File: src/rtl/core/elx_pkg.sv
// Shared types, constants and the reserved-word lookup of the expression lexer.
// No dependencies.
package elx_pkg;

   localparam int unsigned POS_MAX  = 2047;
   localparam int unsigned LEN_MAX  = 2048;
   localparam int unsigned LINE_CAP = 1048574;
   localparam int unsigned QDEPTH   = 4;

   localparam logic [5:0] K_END     = 6'd0;
   localparam logic [5:0] K_INT     = 6'd1;
   localparam logic [5:0] K_FLOAT   = 6'd2;
   localparam logic [5:0] K_IDENT   = 6'd3;
   localparam logic [5:0] K_BANDNUM = 6'd4;
   localparam logic [5:0] K_PLUS    = 6'd5;
   localparam logic [5:0] K_MINUS   = 6'd6;
   localparam logic [5:0] K_STAR    = 6'd7;
   localparam logic [5:0] K_SLASH   = 6'd8;
   localparam logic [5:0] K_CARET   = 6'd9;
   localparam logic [5:0] K_COMMA   = 6'd10;
   localparam logic [5:0] K_LPAR    = 6'd11;
   localparam logic [5:0] K_RPAR    = 6'd12;
   localparam logic [5:0] K_LBRK    = 6'd13;
   localparam logic [5:0] K_RBRK    = 6'd14;
   localparam logic [5:0] K_LBRC    = 6'd15;
   localparam logic [5:0] K_RBRC    = 6'd16;
   localparam logic [5:0] K_QUEST   = 6'd17;
   localparam logic [5:0] K_COLON   = 6'd18;
   localparam logic [5:0] K_EQ      = 6'd19;
   localparam logic [5:0] K_LT      = 6'd20;
   localparam logic [5:0] K_GT      = 6'd21;
   localparam logic [5:0] K_LE      = 6'd22;
   localparam logic [5:0] K_GE      = 6'd23;
   localparam logic [5:0] K_NE      = 6'd24;
   localparam logic [5:0] K_NOT     = 6'd25;
   localparam logic [5:0] K_AND     = 6'd26;
   localparam logic [5:0] K_OR      = 6'd27;
   localparam logic [5:0] K_BAND    = 6'd28;
   localparam logic [5:0] K_PI      = 6'd29;
   localparam logic [5:0] K_E       = 6'd30;
   localparam logic [5:0] K_NBANDS  = 6'd31;
   localparam logic [5:0] K_SUM     = 6'd32;
   localparam logic [5:0] K_LOG     = 6'd33;
   localparam logic [5:0] K_LOG10   = 6'd34;
   localparam logic [5:0] K_COS     = 6'd35;
   localparam logic [5:0] K_SIN     = 6'd36;
   localparam logic [5:0] K_TAN     = 6'd37;
   localparam logic [5:0] K_ARCCOS  = 6'd38;
   localparam logic [5:0] K_ARCSIN  = 6'd39;
   localparam logic [5:0] K_ARCTAN  = 6'd40;
   localparam logic [5:0] K_TRUNC   = 6'd41;
   localparam logic [5:0] K_ROUND   = 6'd42;
   localparam logic [5:0] K_MIN     = 6'd43;
   localparam logic [5:0] K_MAX     = 6'd44;
   localparam logic [5:0] K_MEDIAN  = 6'd45;

   localparam logic [1:0] E_NONE    = 2'd0;
   localparam logic [1:0] E_POINT   = 2'd1;
   localparam logic [1:0] E_EXP     = 2'd2;
   localparam logic [1:0] E_SYMBOL  = 2'd3;

   typedef struct packed {
      logic [7:0] ch;
      logic       end_of_input;
   } req_type;

   typedef struct packed {
      logic [5:0]         kind;
      logic [1:0]         error_code;
      logic [10:0]        start_position;
      logic [11:0]        token_length;
      logic signed [31:0] int_value;
      logic [19:0]        line_number;
      logic               last;
   } rsp_type;

   typedef struct packed {
      logic [1:0] count;
      rsp_type    first;
      rsp_type    second;
   } push_type;

   typedef struct packed {
      logic [2:0] level;
      logic       full;
   } qstat_type;

   function automatic logic [5:0] rw_lookup(input logic [5:0][7:0] w, input logic [2:0] n);
      logic [5:0] k;
      k = K_END;
      unique case (n)
         3'd1: begin
            if (w[0] == "b") k = K_BAND;
            else if (w[0] == "e") k = K_E;
         end
         3'd2: begin
            if ({w[0], w[1]} == "or") k = K_OR;
            else if ({w[0], w[1]} == "pi") k = K_PI;
         end
         3'd3: begin
            unique case ({w[0], w[1], w[2]})
               "not": k = K_NOT;
               "and": k = K_AND;
               "sum": k = K_SUM;
               "log": k = K_LOG;
               "cos": k = K_COS;
               "sin": k = K_SIN;
               "tan": k = K_TAN;
               "min": k = K_MIN;
               "max": k = K_MAX;
               default: k = K_END;
            endcase
         end
         3'd4: begin
            if ({w[0], w[1], w[2], w[3]} == "band") k = K_BAND;
         end
         3'd5: begin
            unique case ({w[0], w[1], w[2], w[3], w[4]})
               "log10": k = K_LOG10;
               "trunc": k = K_TRUNC;
               "round": k = K_ROUND;
               default: k = K_END;
            endcase
         end
         3'd6: begin
            unique case ({w[0], w[1], w[2], w[3], w[4], w[5]})
               "nbands": k = K_NBANDS;
               "arccos": k = K_ARCCOS;
               "arcsin": k = K_ARCSIN;
               "arctan": k = K_ARCTAN;
               "median": k = K_MEDIAN;
               default:  k = K_END;
            endcase
         end
         default: k = K_END;
      endcase
      return k;
   endfunction

endpackage

File: src/rtl/core/elx_scan.sv
// Front end of the lexer: scanner state machine, up to two tokens per character.
// Depends on elx_pkg.
module elx_scan (
   input  logic             clock,
   input  logic             reset,
   input  logic             accept,
   input  logic             mode,
   input  elx_pkg::req_type req,
   output elx_pkg::push_type push
);

   localparam logic [3:0] S_IDLE    = 4'd0;
   localparam logic [3:0] S_LT      = 4'd1;
   localparam logic [3:0] S_GT      = 4'd2;
   localparam logic [3:0] S_EQ      = 4'd3;
   localparam logic [3:0] S_BANG    = 4'd4;
   localparam logic [3:0] S_AMP     = 4'd5;
   localparam logic [3:0] S_BAR     = 4'd6;
   localparam logic [3:0] S_MINUS   = 4'd7;
   localparam logic [3:0] S_WORD    = 4'd8;
   localparam logic [3:0] S_INT     = 4'd9;
   localparam logic [3:0] S_POINT   = 4'd10;
   localparam logic [3:0] S_FRAC    = 4'd11;
   localparam logic [3:0] S_EXP     = 4'd12;
   localparam logic [3:0] S_EXPSIGN = 4'd13;
   localparam logic [3:0] S_EXPDIG  = 4'd14;

   localparam logic [31:0] MAG_CAP = 32'h8000_0000;

   logic [3:0]       st_ff, st_in;
   logic [10:0]      tstart_ff, tstart_in;
   logic [11:0]      len_ff, len_in;
   logic [10:0]      col_ff, col_in;
   logic [19:0]      line_ff, line_in;
   logic [31:0]      acc_ff, acc_in;
   logic             neg_ff, neg_in;
   logic [5:0][7:0]  wc_ff, wc_in;
   logic             wov_ff, wov_in;
   logic [2:0]       bps_ff, bps_in;
   logic             inc_ff, inc_in;
   logic             hlt_ff, hlt_in;

   function automatic logic [11:0] grow(input logic [11:0] n);
      return (n < 12'(elx_pkg::LEN_MAX)) ? n + 12'd1 : n;
   endfunction

   function automatic logic [31:0] acc_step(input logic [31:0] a, input logic [7:0] c);
      logic [35:0] t;
      t = ({4'd0, a} << 3) + ({4'd0, a} << 1) + {32'd0, c[3:0]};
      return (t > {4'd0, MAG_CAP}) ? MAG_CAP : t[31:0];
   endfunction

   function automatic logic [31:0] pos_val(input logic [31:0] a);
      return (a >= MAG_CAP) ? 32'h7FFF_FFFF : a;
   endfunction

   logic [7:0]        c;
   logic              dig, alpha, space, ex;
   logic              a_v, b_v, consumed;
   elx_pkg::rsp_type  ra, rb;
   logic [19:0]       ln;
   logic [5:0]        rwk, k1;

   function automatic elx_pkg::rsp_type mk(input logic [5:0] k, input logic [1:0] e,
                                           input logic [10:0] s, input logic [11:0] n,
                                           input logic [31:0] v, input logic [19:0] l);
      elx_pkg::rsp_type r;
      r.kind = k;
      r.error_code = e;
      r.start_position = s;
      r.token_length = n;
      r.int_value = v;
      r.line_number = l;
      r.last = 1'b0;
      return r;
   endfunction

   always_comb begin
      c     = req.ch;
      dig   = (c >= "0") && (c <= "9");
      alpha = ((c >= "a") && (c <= "z")) || ((c >= "A") && (c <= "Z"));
      space = (c == " ") || ((c >= 8'd9) && (c <= 8'd13));
      ex    = (c == "e") || (c == "E");
      ln    = mode ? line_ff + 20'd1 : 20'd0;
      rwk   = elx_pkg::rw_lookup(wc_ff, len_ff[2:0]);

      st_in = st_ff; tstart_in = tstart_ff; len_in = len_ff; col_in = col_ff;
      line_in = line_ff; acc_in = acc_ff; neg_in = neg_ff; wc_in = wc_ff;
      wov_in = wov_ff; bps_in = bps_ff; inc_in = inc_ff; hlt_in = hlt_ff;
      a_v = 1'b0; b_v = 1'b0; consumed = 1'b0;
      ra = mk(elx_pkg::K_END, elx_pkg::E_NONE, tstart_ff, len_ff, 32'd0, ln);
      rb = ra;
      k1 = elx_pkg::K_END;

      if (accept) begin
         if (!req.end_of_input && !hlt_ff && !inc_ff) begin
            consumed = 1'b1;
            unique case (st_ff)
               S_LT: begin
                  if (c == "=") k1 = elx_pkg::K_LE;
                  else if (c == ">") k1 = elx_pkg::K_NE;
               end
               S_GT:   if (c == "=") k1 = elx_pkg::K_GE;
               S_EQ: begin
                  if (c == ">") k1 = elx_pkg::K_GE;
                  else if (c == "<") k1 = elx_pkg::K_LE;
               end
               S_BANG: if (c == "=") k1 = elx_pkg::K_NE;
               S_AMP:  if (c == "&") k1 = elx_pkg::K_AND;
               S_BAR:  if (c == "|") k1 = elx_pkg::K_OR;
               default: k1 = elx_pkg::K_END;
            endcase
            if (k1 != elx_pkg::K_END) begin
               a_v = 1'b1;
               ra = mk(k1, elx_pkg::E_NONE, tstart_ff, grow(len_ff), 32'd0, ln);
               len_in = grow(len_ff);
               st_in = S_IDLE;
            end else begin
               unique case (st_ff)
                  S_MINUS:
                     if (dig) begin
                        neg_in = 1'b1; acc_in = {28'd0, c[3:0]};
                        len_in = grow(len_ff); st_in = S_INT;
                     end else if (c == ".") begin
                        len_in = grow(len_ff); st_in = S_POINT;
                     end else consumed = 1'b0;
                  S_WORD:
                     if (alpha || dig || c == "_") begin
                        if (len_ff < 12'd6) wc_in[len_ff[2:0]] = c;
                        else wov_in = 1'b1;
                        unique case (bps_ff)
                           3'd1:
                              if (c == "a") bps_in = 3'd2;
                              else if (dig) begin
                                 bps_in = 3'd5; acc_in = acc_step(acc_ff, c);
                              end else bps_in = 3'd0;
                           3'd2: bps_in = (c == "n") ? 3'd3 : 3'd0;
                           3'd3: bps_in = (c == "d") ? 3'd4 : 3'd0;
                           3'd4, 3'd5:
                              if (dig) begin
                                 bps_in = 3'd5; acc_in = acc_step(acc_ff, c);
                              end else bps_in = 3'd0;
                           default: bps_in = 3'd0;
                        endcase
                        len_in = grow(len_ff);
                     end else consumed = 1'b0;
                  S_INT:
                     if (dig) begin
                        acc_in = acc_step(acc_ff, c); len_in = grow(len_ff);
                     end else if (c == ".") begin
                        len_in = grow(len_ff); st_in = S_POINT;
                     end else if (ex) begin
                        len_in = grow(len_ff); st_in = S_EXP;
                     end else consumed = 1'b0;
                  S_POINT:
                     if (dig) begin
                        len_in = grow(len_ff); st_in = S_FRAC;
                     end else consumed = 1'b0;
                  S_FRAC:
                     if (dig) len_in = grow(len_ff);
                     else if (ex) begin
                        len_in = grow(len_ff); st_in = S_EXP;
                     end else consumed = 1'b0;
                  S_EXP:
                     if (c == "-") begin
                        len_in = grow(len_ff); st_in = S_EXPSIGN;
                     end else if (dig) begin
                        len_in = grow(len_ff); st_in = S_EXPDIG;
                     end else consumed = 1'b0;
                  S_EXPSIGN, S_EXPDIG:
                     if (dig) begin
                        len_in = grow(len_ff); st_in = S_EXPDIG;
                     end else consumed = 1'b0;
                  default: consumed = 1'b0;
               endcase
            end
         end

         // close the pending token at end of input or when the character did not extend it
         if (!hlt_ff && (req.end_of_input || (!inc_ff && !consumed))) begin
            st_in = S_IDLE;
            unique case (st_ff)
               S_LT:    begin a_v = 1'b1; ra.kind = elx_pkg::K_LT; end
               S_GT:    begin a_v = 1'b1; ra.kind = elx_pkg::K_GT; end
               S_EQ:    begin a_v = 1'b1; ra.kind = elx_pkg::K_EQ; end
               S_BANG:  begin a_v = 1'b1; ra.kind = elx_pkg::K_NOT; end
               S_MINUS: begin a_v = 1'b1; ra.kind = elx_pkg::K_MINUS; end
               S_AMP, S_BAR: begin
                  a_v = 1'b1; hlt_in = 1'b1;
                  ra.error_code = elx_pkg::E_SYMBOL; ra.token_length = 12'd1;
               end
               S_WORD: begin
                  a_v = 1'b1;
                  if (!wov_ff && len_ff <= 12'd6 && rwk != elx_pkg::K_END) ra.kind = rwk;
                  else if (bps_ff == 3'd5) begin
                     ra.kind = elx_pkg::K_BANDNUM; ra.int_value = pos_val(acc_ff);
                  end else ra.kind = elx_pkg::K_IDENT;
               end
               S_INT: begin
                  a_v = 1'b1; ra.kind = elx_pkg::K_INT;
                  ra.int_value = neg_ff ? 32'd0 - acc_ff : pos_val(acc_ff);
               end
               S_POINT: begin
                  a_v = 1'b1; hlt_in = 1'b1; ra.error_code = elx_pkg::E_POINT;
               end
               S_FRAC, S_EXPDIG: begin a_v = 1'b1; ra.kind = elx_pkg::K_FLOAT; end
               S_EXP, S_EXPSIGN: begin
                  a_v = 1'b1; hlt_in = 1'b1; ra.error_code = elx_pkg::E_EXP;
               end
               default: a_v = 1'b0;
            endcase
         end

         if (req.end_of_input) begin
            b_v = 1'b1;
            rb = mk(elx_pkg::K_END, elx_pkg::E_NONE, col_ff, 12'd0, 32'd0, ln);
            st_in = S_IDLE; tstart_in = '0; len_in = '0; col_in = '0; line_in = '0;
            acc_in = '0; neg_in = 1'b0; wov_in = 1'b0; bps_in = '0;
            inc_in = 1'b0; hlt_in = 1'b0;
         end else if (!hlt_ff) begin
            if (!inc_ff && !consumed && !hlt_in) begin
               k1 = elx_pkg::K_END;
               case (c)
                  "+": k1 = elx_pkg::K_PLUS;
                  "*": k1 = elx_pkg::K_STAR;
                  "/": k1 = elx_pkg::K_SLASH;
                  "^": k1 = elx_pkg::K_CARET;
                  ",": k1 = elx_pkg::K_COMMA;
                  "(": k1 = elx_pkg::K_LPAR;
                  ")": k1 = elx_pkg::K_RPAR;
                  "[": k1 = elx_pkg::K_LBRK;
                  "]": k1 = elx_pkg::K_RBRK;
                  "{": k1 = elx_pkg::K_LBRC;
                  "}": k1 = elx_pkg::K_RBRC;
                  "?": k1 = elx_pkg::K_QUEST;
                  ":": k1 = elx_pkg::K_COLON;
                  default: k1 = elx_pkg::K_END;
               endcase
               if (space) begin
               end else if (c == "#" || c == 8'd0) begin
                  inc_in = 1'b1;
               end else if (k1 != elx_pkg::K_END) begin
                  b_v = 1'b1;
                  rb = mk(k1, elx_pkg::E_NONE, col_ff, 12'd1, 32'd0, ln);
               end else if (c == "<" || c == ">" || c == "=" || c == "!" || c == "&" ||
                            c == "|" || c == "-" || c == "." || alpha || dig) begin
                  tstart_in = col_ff; len_in = 12'd1; acc_in = '0; neg_in = 1'b0;
                  case (c)
                     "<": st_in = S_LT;
                     ">": st_in = S_GT;
                     "=": st_in = S_EQ;
                     "!": st_in = S_BANG;
                     "&": st_in = S_AMP;
                     "|": st_in = S_BAR;
                     "-": st_in = S_MINUS;
                     ".": st_in = S_POINT;
                     default: st_in = alpha ? S_WORD : S_INT;
                  endcase
                  if (alpha) begin
                     wc_in[0] = c; wov_in = 1'b0;
                     bps_in = (c == "b") ? 3'd1 : 3'd0;
                  end
                  if (dig) acc_in = {28'd0, c[3:0]};
               end else begin
                  b_v = 1'b1; hlt_in = 1'b1; st_in = S_IDLE;
                  rb = mk(elx_pkg::K_END, elx_pkg::E_SYMBOL, col_ff, 12'd1, 32'd0, ln);
               end
            end
            if (mode && c == 8'h0A) begin
               if (line_ff < 20'(elx_pkg::LINE_CAP)) line_in = line_ff + 20'd1;
               col_in = '0;
               inc_in = 1'b0;
            end else if (col_ff < 11'(elx_pkg::POS_MAX)) begin
               col_in = col_ff + 11'd1;
            end
         end
      end

      rb.last = 1'b1;
      ra.last = !b_v;
      push.count  = {1'b0, a_v} + {1'b0, b_v};
      push.first  = a_v ? ra : rb;
      push.second = rb;
   end

   always_ff @(posedge clock) begin
      if (reset) begin
         st_ff <= S_IDLE; tstart_ff <= '0; len_ff <= '0; col_ff <= '0; line_ff <= '0;
         acc_ff <= '0; neg_ff <= 1'b0; wov_ff <= 1'b0; bps_ff <= '0;
         inc_ff <= 1'b0; hlt_ff <= 1'b0;
      end else begin
         st_ff <= st_in; tstart_ff <= tstart_in; len_ff <= len_in; col_ff <= col_in;
         line_ff <= line_in; acc_ff <= acc_in; neg_ff <= neg_in; wov_ff <= wov_in;
         bps_ff <= bps_in; inc_ff <= inc_in; hlt_ff <= hlt_in;
      end
   end

   always_ff @(posedge clock) begin
      wc_ff <= wc_in;
   end

endmodule

File: src/rtl/core/elx_queue.sv
// Back end of the lexer: four-entry token queue that delivers one token a cycle unless the receiver stalls.
// Depends on elx_pkg.
module elx_queue (
   input  logic                clock,
   input  logic                reset,
   input  logic                push_en,
   input  elx_pkg::push_type   push,
   output elx_pkg::qstat_type  stat,
   output logic                rsp_valid,
   input  logic                rsp_stall,
   output elx_pkg::rsp_type    rsp
);

   elx_pkg::rsp_type mem_ff [elx_pkg::QDEPTH];
   logic [1:0] wr_ff, wr_in, rd_ff, rd_in;
   logic [2:0] cnt_ff, cnt_in;
   logic       pop;
   logic [1:0] n;

   always_comb begin
      n      = push_en ? push.count : 2'd0;
      pop    = (cnt_ff != 3'd0) && !rsp_stall;
      wr_in  = wr_ff + n;
      rd_in  = rd_ff + {1'b0, pop};
      cnt_in = cnt_ff + {1'b0, n} - {2'd0, pop};
      rsp_valid  = cnt_ff != 3'd0;
      rsp        = mem_ff[rd_ff];
      stat.level = cnt_ff;
      stat.full  = cnt_ff > 3'(elx_pkg::QDEPTH - 2);
   end

   always_ff @(posedge clock) begin
      if (n != 2'd0) mem_ff[wr_ff] <= push.first;
      if (n == 2'd2) mem_ff[wr_ff + 2'd1] <= push.second;
   end

   always_ff @(posedge clock) begin
      if (reset) begin
         wr_ff <= '0; rd_ff <= '0; cnt_ff <= '0;
      end else begin
         wr_ff <= wr_in; rd_ff <= rd_in; cnt_ff <= cnt_in;
      end
   end

endmodule

File: src/rtl/core/expression_char_lexer_top.sv
// Expression character lexer, top level: scanner front end and token queue.
// Depends on elx_pkg, elx_scan and elx_queue.
//
// One character is taken per cycle unless the request side stalls; a character
// yields zero, one or two tokens, which pass through a four-entry queue that
// delivers one token per cycle unless the receiver stalls. The request side
// stalls while the queue holds more than two tokens.
module expression_char_lexer_top (
   input  logic             clock,
   input  logic             reset,
   input  logic             req_valid,
   output logic             req_stall,
   input  elx_pkg::req_type req,
   output logic             rsp_valid,
   input  logic             rsp_stall,
   output elx_pkg::rsp_type rsp,
   input  logic             csr_valid,
   output logic             csr_ready,
   input  logic             csr_data
);

   logic                mode_ff;
   logic                accept;
   elx_pkg::push_type   push;
   elx_pkg::qstat_type  stat;

   assign csr_ready = 1'b1;
   assign req_stall = stat.full;
   assign accept    = req_valid && !req_stall;

   always_ff @(posedge clock) begin
      if (reset) begin
         mode_ff <= 1'b0;
      end else if (csr_valid && csr_ready) begin
         mode_ff <= csr_data;
      end
   end

   elx_scan u_scan (
      .clock  (clock),
      .reset  (reset),
      .accept (accept),
      .mode   (mode_ff),
      .req    (req),
      .push   (push)
   );

   elx_queue u_queue (
      .clock     (clock),
      .reset     (reset),
      .push_en   (accept),
      .push      (push),
      .stat      (stat),
      .rsp_valid (rsp_valid),
      .rsp_stall (rsp_stall),
      .rsp       (rsp)
   );

   a_level: assert property (@(posedge clock) disable iff (reset)
      stat.level <= 3'(elx_pkg::QDEPTH))
      else $error("token queue overflow");

   a_end: assert property (@(posedge clock) disable iff (reset)
      accept && req.end_of_input |=> rsp_valid)
      else $error("end of input gave no token");

   a_push: assert property (@(posedge clock) disable iff (reset)
      accept |-> push.count != 2'd3)
      else $error("more than two tokens from one character");

endmodule

File: config.mk
export PLATFORM = sky130hd
export DESIGN_NAME = expression_char_lexer_top
export DESIGN_NICKNAME = d
export VERILOG_FILES = /design/src/rtl/core/elx_pkg.sv /design/src/rtl/core/elx_scan.sv /design/src/rtl/core/elx_queue.sv /design/src/rtl/core/expression_char_lexer_top.sv
export SDC_FILE = /design/constraint.sdc
export NUM_CORES = 1
export LEC_CHECK = 0
export ABC_AREA = 1
export BUFFER_PORTS_ARGS = -buffer_cell sky130_fd_sc_hd__buf_2
export CAP_MARGIN = 20
export CORE_MARGIN = 2
export CORE_UTILIZATION = 35
export CTS_CLUSTER_DIAMETER = 150
export CTS_CLUSTER_SIZE = 16
export DETAILED_ROUTE_END_ITERATION = 7
export GPL_TIMING_DRIVEN = 1
export HOLD_SLACK_MARGIN = 0.06
export PLACE_DENSITY = 0.52
export SETUP_SLACK_MARGIN = 0.15
export SYNTH_ARGS = -nofsm -noshare
export SYNTH_HDL_FRONTEND = slang
export SYNTH_HIERARCHICAL = 1
export SYNTH_SLANG_ARGS = --single-unit
File: constraint.sdc
create_clock -name clock -period 13.4 [get_ports clock]
set_input_delay 2.68 -clock clock [delete_from_list [all_inputs] [get_ports clock]]
set_output_delay 2.68 -clock clock [all_outputs]
set_load 0.01 [all_outputs]
## Yosys cells after proc, flatten, opt, wreduce, memory -nomap -nowiden

Memory sizes are Yosys's and may differ from the RTL's. A register that Yosys moved wholly into a read port is not among the register bits.
Cells that the tools add are included.
W data, S select, Z words.

- Register bits: 153
- Memory bits (writable): 336
- Input bits: 15
- Output and inout port bits: 87
- Word-level logic and storage cells: 433
- Memories: 1

Memories:

| memory | depth | bits a word | rd ports | clocked after memory_dff | wr ports | RTL line | source |
|---|---|---|---|---|---|---|---|
| u_queue.mem_ff | 4 | 84 | 1 | 1 | 2 | elx_queue.sv:14 | `elx_pkg::rsp_type mem_ff [elx_pkg::QDEPTH];` |

- $add $sub $neg: 12
- Order comparisons: 18
- Eq/ne operators: 84
- Muxes and demuxes: 230
- Bitwise logic cells: 1
- Reduce and logical (&&, ||, !) cells: 66

Operator list:

| cell | number |
|---|---|
| $mux W84 | 11 |
| $mux W32 | 18 |
| $eq A48 B47 Y1 const B | 5 |
| $mux W12 | 20 |
| $eq A24 B23 Y1 const B | 9 |
| $eq A8 B6 Y1 const B | 17 |
| $pmux W32 S2 | 2 |
| $mux W11 | 11 |
| $eq A40 B39 Y1 const B | 3 |
| $eq A8 B7 Y1 const B | 15 |
| $mux W8 | 15 |
| $mux W20 | 5 |
| $pmux W32 S3 | 1 |
| $mux W4 | 20 |
| $mux W78 | 1 |
| $pmux W12 S6 | 1 |
| $pmux W6 S6 | 2 |
| $mux W1 | 71 |
| $pmux W5 S13 | 1 |
| $mux W6 | 10 |
| $pmux W6 S9 | 1 |
| $mux W5 | 10 |
| $bwmux W48 | 1 |
| $mux W3 | 16 |
| other kinds (69) | 145 |

## Longest topological paths before layout

Gate-level depths: netlist of run 1.

- Word-level depth: 35
- Depth in mapped cells: 33
- Mapped depth without buffers: 32

## Hierarchy

The synthesis of run 1 kept the hierarchy.

By module, submodules not included:

| module | times used | cells an instance | area an instance (um^2) | sequential area each (um^2) |
|---|---|---|---|---|
| elx_scan | 1 | 2966 | 16995.0 | 3383.2 |
| elx_queue | 1 | 1710 | 16404.5 | 10229.8 |
| expression_char_lexer_top | 1 | 11 | 63.8 | 20.0 |

## Worst setup path before layout of run 1

OpenSTA, ideal clock, no wires.

- Kind: input -> register
- Start point: input req[7] (netlist bit)
- End point: memory u_queue/mem_ff[0][0] (netlist bit) (enable)
- Setup time: 0.445 ns
- Data arrival time: 7.299 ns
- Required time: 12.955 ns
- Setup slack: 5.656 ns
- Stages on the path: 27
- Path buffers: 2
- Path through: inv_1 > nand2_1 > nor2_4 > inv_2 > nor2_4 > inv_2 > nand2_1 > nand2_1 > nand3_2 > nor2_2 > nand2_2 > inv_2 > nand2_4 > nand2_2 > nand2_2 > nand2_2 > nand2_2 > nand4_2 > o21ai_1 > nand2_1 > inv_2 > buf_4 > ha_1 > nor2_4 > nand3_2 > clkbuf_1 > nand2_1

RTL lines:

| what | RTL line | source |
|---|---|---|
| start: declaration | expression_char_lexer_top.sv:13 | `input elx_pkg::req_type req,` |
| end: declaration | elx_queue.sv:14 |  |

==> impl_metrics.yaml, run 1 <==
run_status:
  outcome: "complete, no violations"
sta:
  fin_worst_skew_ns: 0.0248
  tightest_slew_ns: 1.07
  min_period_over_period: 0.725
  final-setup-viol-count: 0
  finalHoldViolCount: 0
  timing.fmax_mhz: 103
  finalCriticalPeriod_ns: 9.71
  rsz0062_at_grt: "false"
  finalSetupTns_ns: 0
  maxSlewHeadroom: 0.285
  slew_violations: 0
clock_tree:
  numCtsBuffers: 36
  hold_buffers: 0
  cts-resized-gates: 0
  path_clk_slew_ns: 0.08
  numClockSinks: 489
  root_buffer: "clkbuf_16"
  cts_tree: "built"
  cts_max_path_buffers: 3
  clock_latency_ns: 0.60
  postCtsSetupBuffers: 0
  h-tree-depth: 2
drt:
  drt_first_iter_violations: 2665
  drc: 0
  final_antenna_net_count: 0
  detail_route.wl_per_cell_um: 18.9
  drtPass1Iterations: 6
  finalWirelength_um: 111000
  vias: 30800
  viasPerCell: 5.24
placement:
  place_inst: 5813
  dpl_cell_area_mm2: 0.0344
  place_congestion: 0.934
  dp_hpwl_um: 78000
  numPortBuffers: 100
setup_path:
  r2r_slack_ns: 5.81
  rr_worst_depth: 22
  rr_startpoint: "u_scan/st_ff[2]$_SDFFE_PP0P_"
  rr_endpoint: "u_queue/mem_ff[0][9]$_DFFE_PP_"
  path_class: "input pin to flip-flop"
  worstPathRequired_ns: 13.64
  cp-start-kind: "input pin"
  cp.arrival_ns: 9.96
  end_kind: "flip-flop"
  path_max_fanout: 68
global_route:
  grtUsageTotal: 0.223
  grt_max_degree: 170
  grt_pass1_vias: 28900
  overflow: 0
  grt_pass1_wl_um: 172000
  antenna_found_initial: 1
logic_synthesis:
  synth-edff-count: 384
  synth_area_mm2: 0.0335
  ys_seq_area_frac: 0.407
  syn_inst: 4687
  ys_ff_latch: 489
  synth_flop_cell: "edfxtp_1"
  yosys_warnings: 6
  synth_top_area_frac: 0.345
  synth.largest_area_cell: "edfxtp_1"
  synthArstFlopShare: 0
  synth_cell_type_count: 62
  syn_area_per_cell_um2: 7.14
  synth.area.top_cells: "edfxtp_1, nand2_1, o21ai_0"
cells_and_area:
  fin_util: 0.374
  layoutNonFillerInstCount: 5881
  fillCellCount: 10100
  final_common_cell: "nand2_1"
  multiInputGateArea_mm2: 0.0166
  seqCellArea_mm2: 0.0136
  area.growth.synth_to_final_pct: 6.11
  final_area_mm2: 0.0355
  final_cell_mix: "nand2_1, o21ai_0, nor2_1"
  final_layout_size_suffix_gt1_frac: 0.0611
  final_nets: 4682
floorplan:
  die_w_um: 313
  start_util: 0.353
  core_area_mm2: 0.0949
  die_h_um: 313
  design.die.area_mm2: 0.0981
  rows: 113
  io_pins: 102
min_path:
  hold_path.class: "flip-flop to flip-flop"
  holdPathStages: 2
  min_from: "u_scan/tstart_ff[9]$_SDFFE_PP0P_"
  min_to: "u_scan/tstart_ff[9]$_SDFFE_PP0P_"
power_and_ir_drop:
  powerDensity_mw_per_mm2: 119
  fin_total_pwr_mw: 4.24
  irDropWorstVdd_mv: 0.0785
  leakagePower_nw: 13.1
job:
  cap_violations: 0
[report_power, final]
group          total (mW)  internal, mW  switching, mW
clock                1.10         0.527          0.573
sequential           1.87          1.80         0.0693
combinational        1.27         0.349          0.919
total                4.24          2.68           1.56
[logic make-up after synthesis]
logic type | after synthesis | share of synthesized area
simple gates | 2108 | 0.263
compound gates | 1175 | 0.186
buf+inv | 793 | 0.102
flops | 489 | 0.407
fa+ha+maj | 80 | 0.0306
xor+xnor | 38 | 0.00995
other cells | 3 | 0.000336
mux | 1 | 0.000299
[sequential cells by signal, indices dropped and copies added, names as in the netlist, 2 cells and up]
| name | count |
|---|---|
| u_scan/tstart_ff | 11 |
| u_queue/cnt_ff | 3 |
| u_scan/acc_ff | 32 |
| u_scan/len_ff | 12 |
| u_queue/rd_ff | 2 |
| u_scan/st_ff | 4 |
| u_queue/mem_ff | 336 |
| u_queue/wr_ff | 2 |
| u_scan/col_ff | 11 |
| u_scan/bps_ff | 3 |
| u_scan/wc_ff | 48 |
| u_scan/line_ff | 20 |
[stage by stage]
step	setup WS [ns]	hold WS [ns]
2_1_floorplan	5.66	0.445
3_3_place_gp	3.30	0.460
3_5_place_dp	3.10	0.461
4_1_cts	3.70	0.474
5_1_grt	3.07	0.501
6_report	3.69	0.474
[synthesized netlist by cell type, types with 13 or more instances]
cell type / instances
nor2_1: 523
o21ai_0: 533
nand2_1: 1151
nor2_2: 16
a21oi_1: 233
edfxtp_1: 384
inv_1: 454
buf_2: 77
nand3_1: 172
buf_4: 81
nor4_1: 29
xor2_1: 31
inv_2: 28
clkbuf_1: 136
dfxtp_1: 105
o211ai_1: 18
nand4_1: 52
o21ai_1: 227
nand2_2: 18
nor3_1: 90
o22ai_1: 98
ha_1: 77
and2_1: 13
[final cells by class]
class | count | share of cell area
repair buffers | 136 | 0.0219
inverters | 487 | 0.0516
clock inverters | 4 | 0.00141
diodes | 1 | 0.0000705
flip-flops and latches | 489 | 0.384
well taps | 1265 | 0.0446
clock buffers | 62 | 0.0287
multi-input cells | 3437 | 0.468
[worst max-delay path, stage by stage]
cell     delay (ns)
buf_2          0.14
inv_1          0.09
nand2_1        0.17
nor2_1         0.23
nand2_1        0.10
o21ai_2        0.06
nand2_2        0.05
buf_4          0.29
inv_2          0.58
o21ai_2        0.17
inv_2          0.10
nor2_2         0.05
nand2_2        0.07
inv_2          0.06
nand2_4        0.07
nand2_2        0.10
nand2_2        0.11
nand2_2        0.06
nand2_2        0.09
nand4_2        0.15
o21ai_1        0.71
nand2_1        0.49
inv_2          0.44
ha_1           0.35
nor2_4         0.37
nand3_4        0.67
nand2_4        0.90
buf_4          0.48
[routing by layer]
metal,part of all wire,global-route usage,up-vias
met1,0.46,0.304,14500
met5,0,0,-
met3,0.044,0.0186,111
met2,0.48,0.381,788
li1,-,-,15500
met4,0.022,0.0528,0
[worst max path at each step]
stage / from / end / slack [ns] / cells after the start
4_1_cts: req[7] / u_queue/mem_ff[0][73]$_DFFE_PP_ / 3.70 / 28
6_report: req[7] / u_queue/mem_ff[0][9]$_DFFE_PP_ / 3.69 / 28
3_3_place_gp: req[7] / u_queue/mem_ff[3][38]$_DFFE_PP_ / 3.30 / 28
3_5_place_dp: req[7] / u_queue/mem_ff[0][13]$_DFFE_PP_ / 3.10 / 28
2_1_floorplan: req[7] / u_queue/mem_ff[0][0]$_DFFE_PP_ / 5.66 / 27
5_1_grt: req[7] / u_queue/mem_ff[0][66]$_DFFE_PP_ / 3.07 / 29
Power figures use the tool's default switching activity.
==> run 2: changes to the inputs <==
==> constraint.sdc (replaced) <==
create_clock -name clock -period 9.65 [get_ports clock]
set_input_delay 1.93 -clock clock [delete_from_list [all_inputs] [get_ports clock]]
set_output_delay 1.93 -clock clock [all_outputs]
set_load 0.01 [all_outputs]
==> run 2 against run 1 <==
Sequential share of layout area barely moved. Highest routed layer unchanged. Critical endpoint is now u_queue/mem_ff[0][38]$_DFFE_PP_. Cell area barely moved. Largest power group unchanged. Clock-buffer cell count did not move. Power rose by 37%. Sequential cell count did not move. Clock skew rose by 0.021 ns. Clock power rose by 35%. Critical path depth fell by 2.
==> impl_metrics.yaml, run 2 (synthesis results as in run 1) <==
run_status:
  outcome: "complete, no violations"
power_and_ir_drop:
  irDropWorstVdd_mv: 0.113
  leakagePower_nw: 13.1
  powerDensity_mw_per_mm2: 164
sta:
  slew_violations: 0
  fin_worst_skew_ns: 0.0456
  final-setup-viol-count: 0
  finalHoldViolCount: 0
  min_period_over_period: 0.822
  rsz0062_at_grt: "false"
  finalSetupTns_ns: 0
  finalCriticalPeriod_ns: 7.93
  maxSlewHeadroom: 0.339
  timing.fmax_mhz: 126
  tightest_slew_ns: 0.991
clock_tree:
  cts_max_path_buffers: 3
  numClockSinks: 489
  postCtsSetupBuffers: 0
  cts_tree: "built"
  h-tree-depth: 2
  path_clk_slew_ns: 0.08
  root_buffer: "clkbuf_16"
  hold_buffers: 0
  numCtsBuffers: 36
  clock_latency_ns: 0.60
  cts-resized-gates: 0
cells_and_area:
  regMostFlops: "u_queue/mem_ff"
  largest_registers: "u_queue/mem_ff (336), u_scan/wc_ff (48), u_scan/acc_ff (32)"
  final_cell_mix: "nand2_1, o21ai_0, nor2_1"
  final_layout_size_suffix_gt1_frac: 0.0613
  diodes: 0
  largest_reg_flops: 336
  final_nets: 4683
  area.growth.synth_to_final_pct: 6.14
  final_area_mm2: 0.0355
  final_common_cell: "nand2_1"
placement:
  place_congestion: 0.957
  dpl_cell_area_mm2: 0.0345
  numPortBuffers: 100
  dp_hpwl_um: 75000
drt:
  drc: 0
  detail_route.wl_per_cell_um: 18.4
  drt_first_iter_violations: 2679
  final_antenna_net_count: 0
  finalWirelength_um: 108000
  vias: 30700
  drtPass1Iterations: 7
  viasPerCell: 5.21
job:
  cap_violations: 0
setup_path:
  worstPathRequired_ns: 9.89
  rr_worst_depth: 25
  path_class: "input pin to flip-flop"
  crit_start: "req[2]"
  path_max_fanout: 60
  end_kind: "flip-flop"
  rr_endpoint: "u_queue/mem_ff[0][38]$_DFFE_PP_"
  r2r_slack_ns: 2.71
  cp-start-kind: "input pin"
  rr_startpoint: "u_scan/st_ff[2]$_SDFFE_PP0P_"
  cp.arrival_ns: 8.17
floorplan:
  die_h_um: 313
  core_area_mm2: 0.0949
  io_pins: 102
  die_w_um: 313
  design.die.area_mm2: 0.0981
  rows: 113
  start_util: 0.353
global_route:
  grt_max_degree: 111
  grt_pass1_vias: 28500
  antenna_found_initial: 0
  grtUsageTotal: 0.217
  overflow: 0
  grt_pass1_wl_um: 169000
min_path:
  hold_path.class: "flip-flop to flip-flop"
  min_to: "u_scan/line_ff[15]$_SDFFE_PP0P_"
  min_from: "u_scan/line_ff[15]$_SDFFE_PP0P_"
  holdPathStages: 2
[run 2: through the flow]
step / std cells / utilization / total power, mW / hold slack, ns / setup WS, ns
global placement: 5815 / 0.363 / 4.38 / 0.456 / 1.17
global route: 5880 / 0.374 / 6.14 / 0.490 / 1.11
finish: 5880 / 0.374 / 5.81 / 0.482 / 1.72
detailed placement: 5815 / 0.363 / 4.39 / 0.470 / 1.07
CTS: 5880 / 0.374 / 5.88 / 0.482 / 1.71
floorplan: 4719 / - / 3.73 / 0.445 / 2.66
[run 2: worst max path at each step]
| stage | to | cells after the start | slack, ns |
|---|---|---|---|
| after CTS | u_queue/mem_ff[0][59]$_DFFE_PP_ | 25 | 1.71 |
| after floorplan | u_queue/mem_ff[0][0]$_DFFE_PP_ | 27 | 2.66 |
| after detailed placement | u_queue/mem_ff[0][39]$_DFFE_PP_ | 25 | 1.07 |
| final | u_queue/mem_ff[0][38]$_DFFE_PP_ | 26 | 1.72 |
| after global routing | u_queue/mem_ff[0][55]$_DFFE_PP_ | 27 | 1.11 |
| after global placement | u_queue/mem_ff[0][37]$_DFFE_PP_ | 27 | 1.17 |
[run 2: metal layers]
layer	wire [um]	track usage
met1	50500	0.304
met5	0	0
met2	50900	0.365
met4	2080	0.0453
met3	4740	0.0177
[run 2: area by class of cell]
cell class	instances	area [um^2]
inverter	487	1830
clock buffer	62	1010
sequential	489	13600
multi-input combinational	3437	16600
clock inverter	3	31.3
tap	1265	1580
fill	10100	59400
timing repair buffer	137	818
[run 2: critical path: stages]
cell     delay (ns)
buf_2          0.24
inv_2          0.09
nor2_1         0.22
nand2_2        0.17
nor2_4         0.25
inv_2          0.10
nand2_1        0.10
nand2_1        0.12
nand3_2        0.11
nor2_2         0.04
nand2_2        0.07
inv_2          0.06
nand2_4        0.08
nand2_2        0.09
nand2_2        0.10
nand2_2        0.06
nand2_2        0.08
nand4_2        0.14
o21ai_1        0.65
nand2_1        0.49
inv_2          0.42
ha_1           0.34
nor2_4         0.37
nand3_4        0.64
nand2_4        0.66
buf_12         0.43
[run 2: power breakdown]
group | internal, mW | switching (mW) | total, mW
clock | 0.718 | 0.770 | 1.49
combinational | 0.489 | 1.22 | 1.71
sequential | 2.50 | 0.114 | 2.61
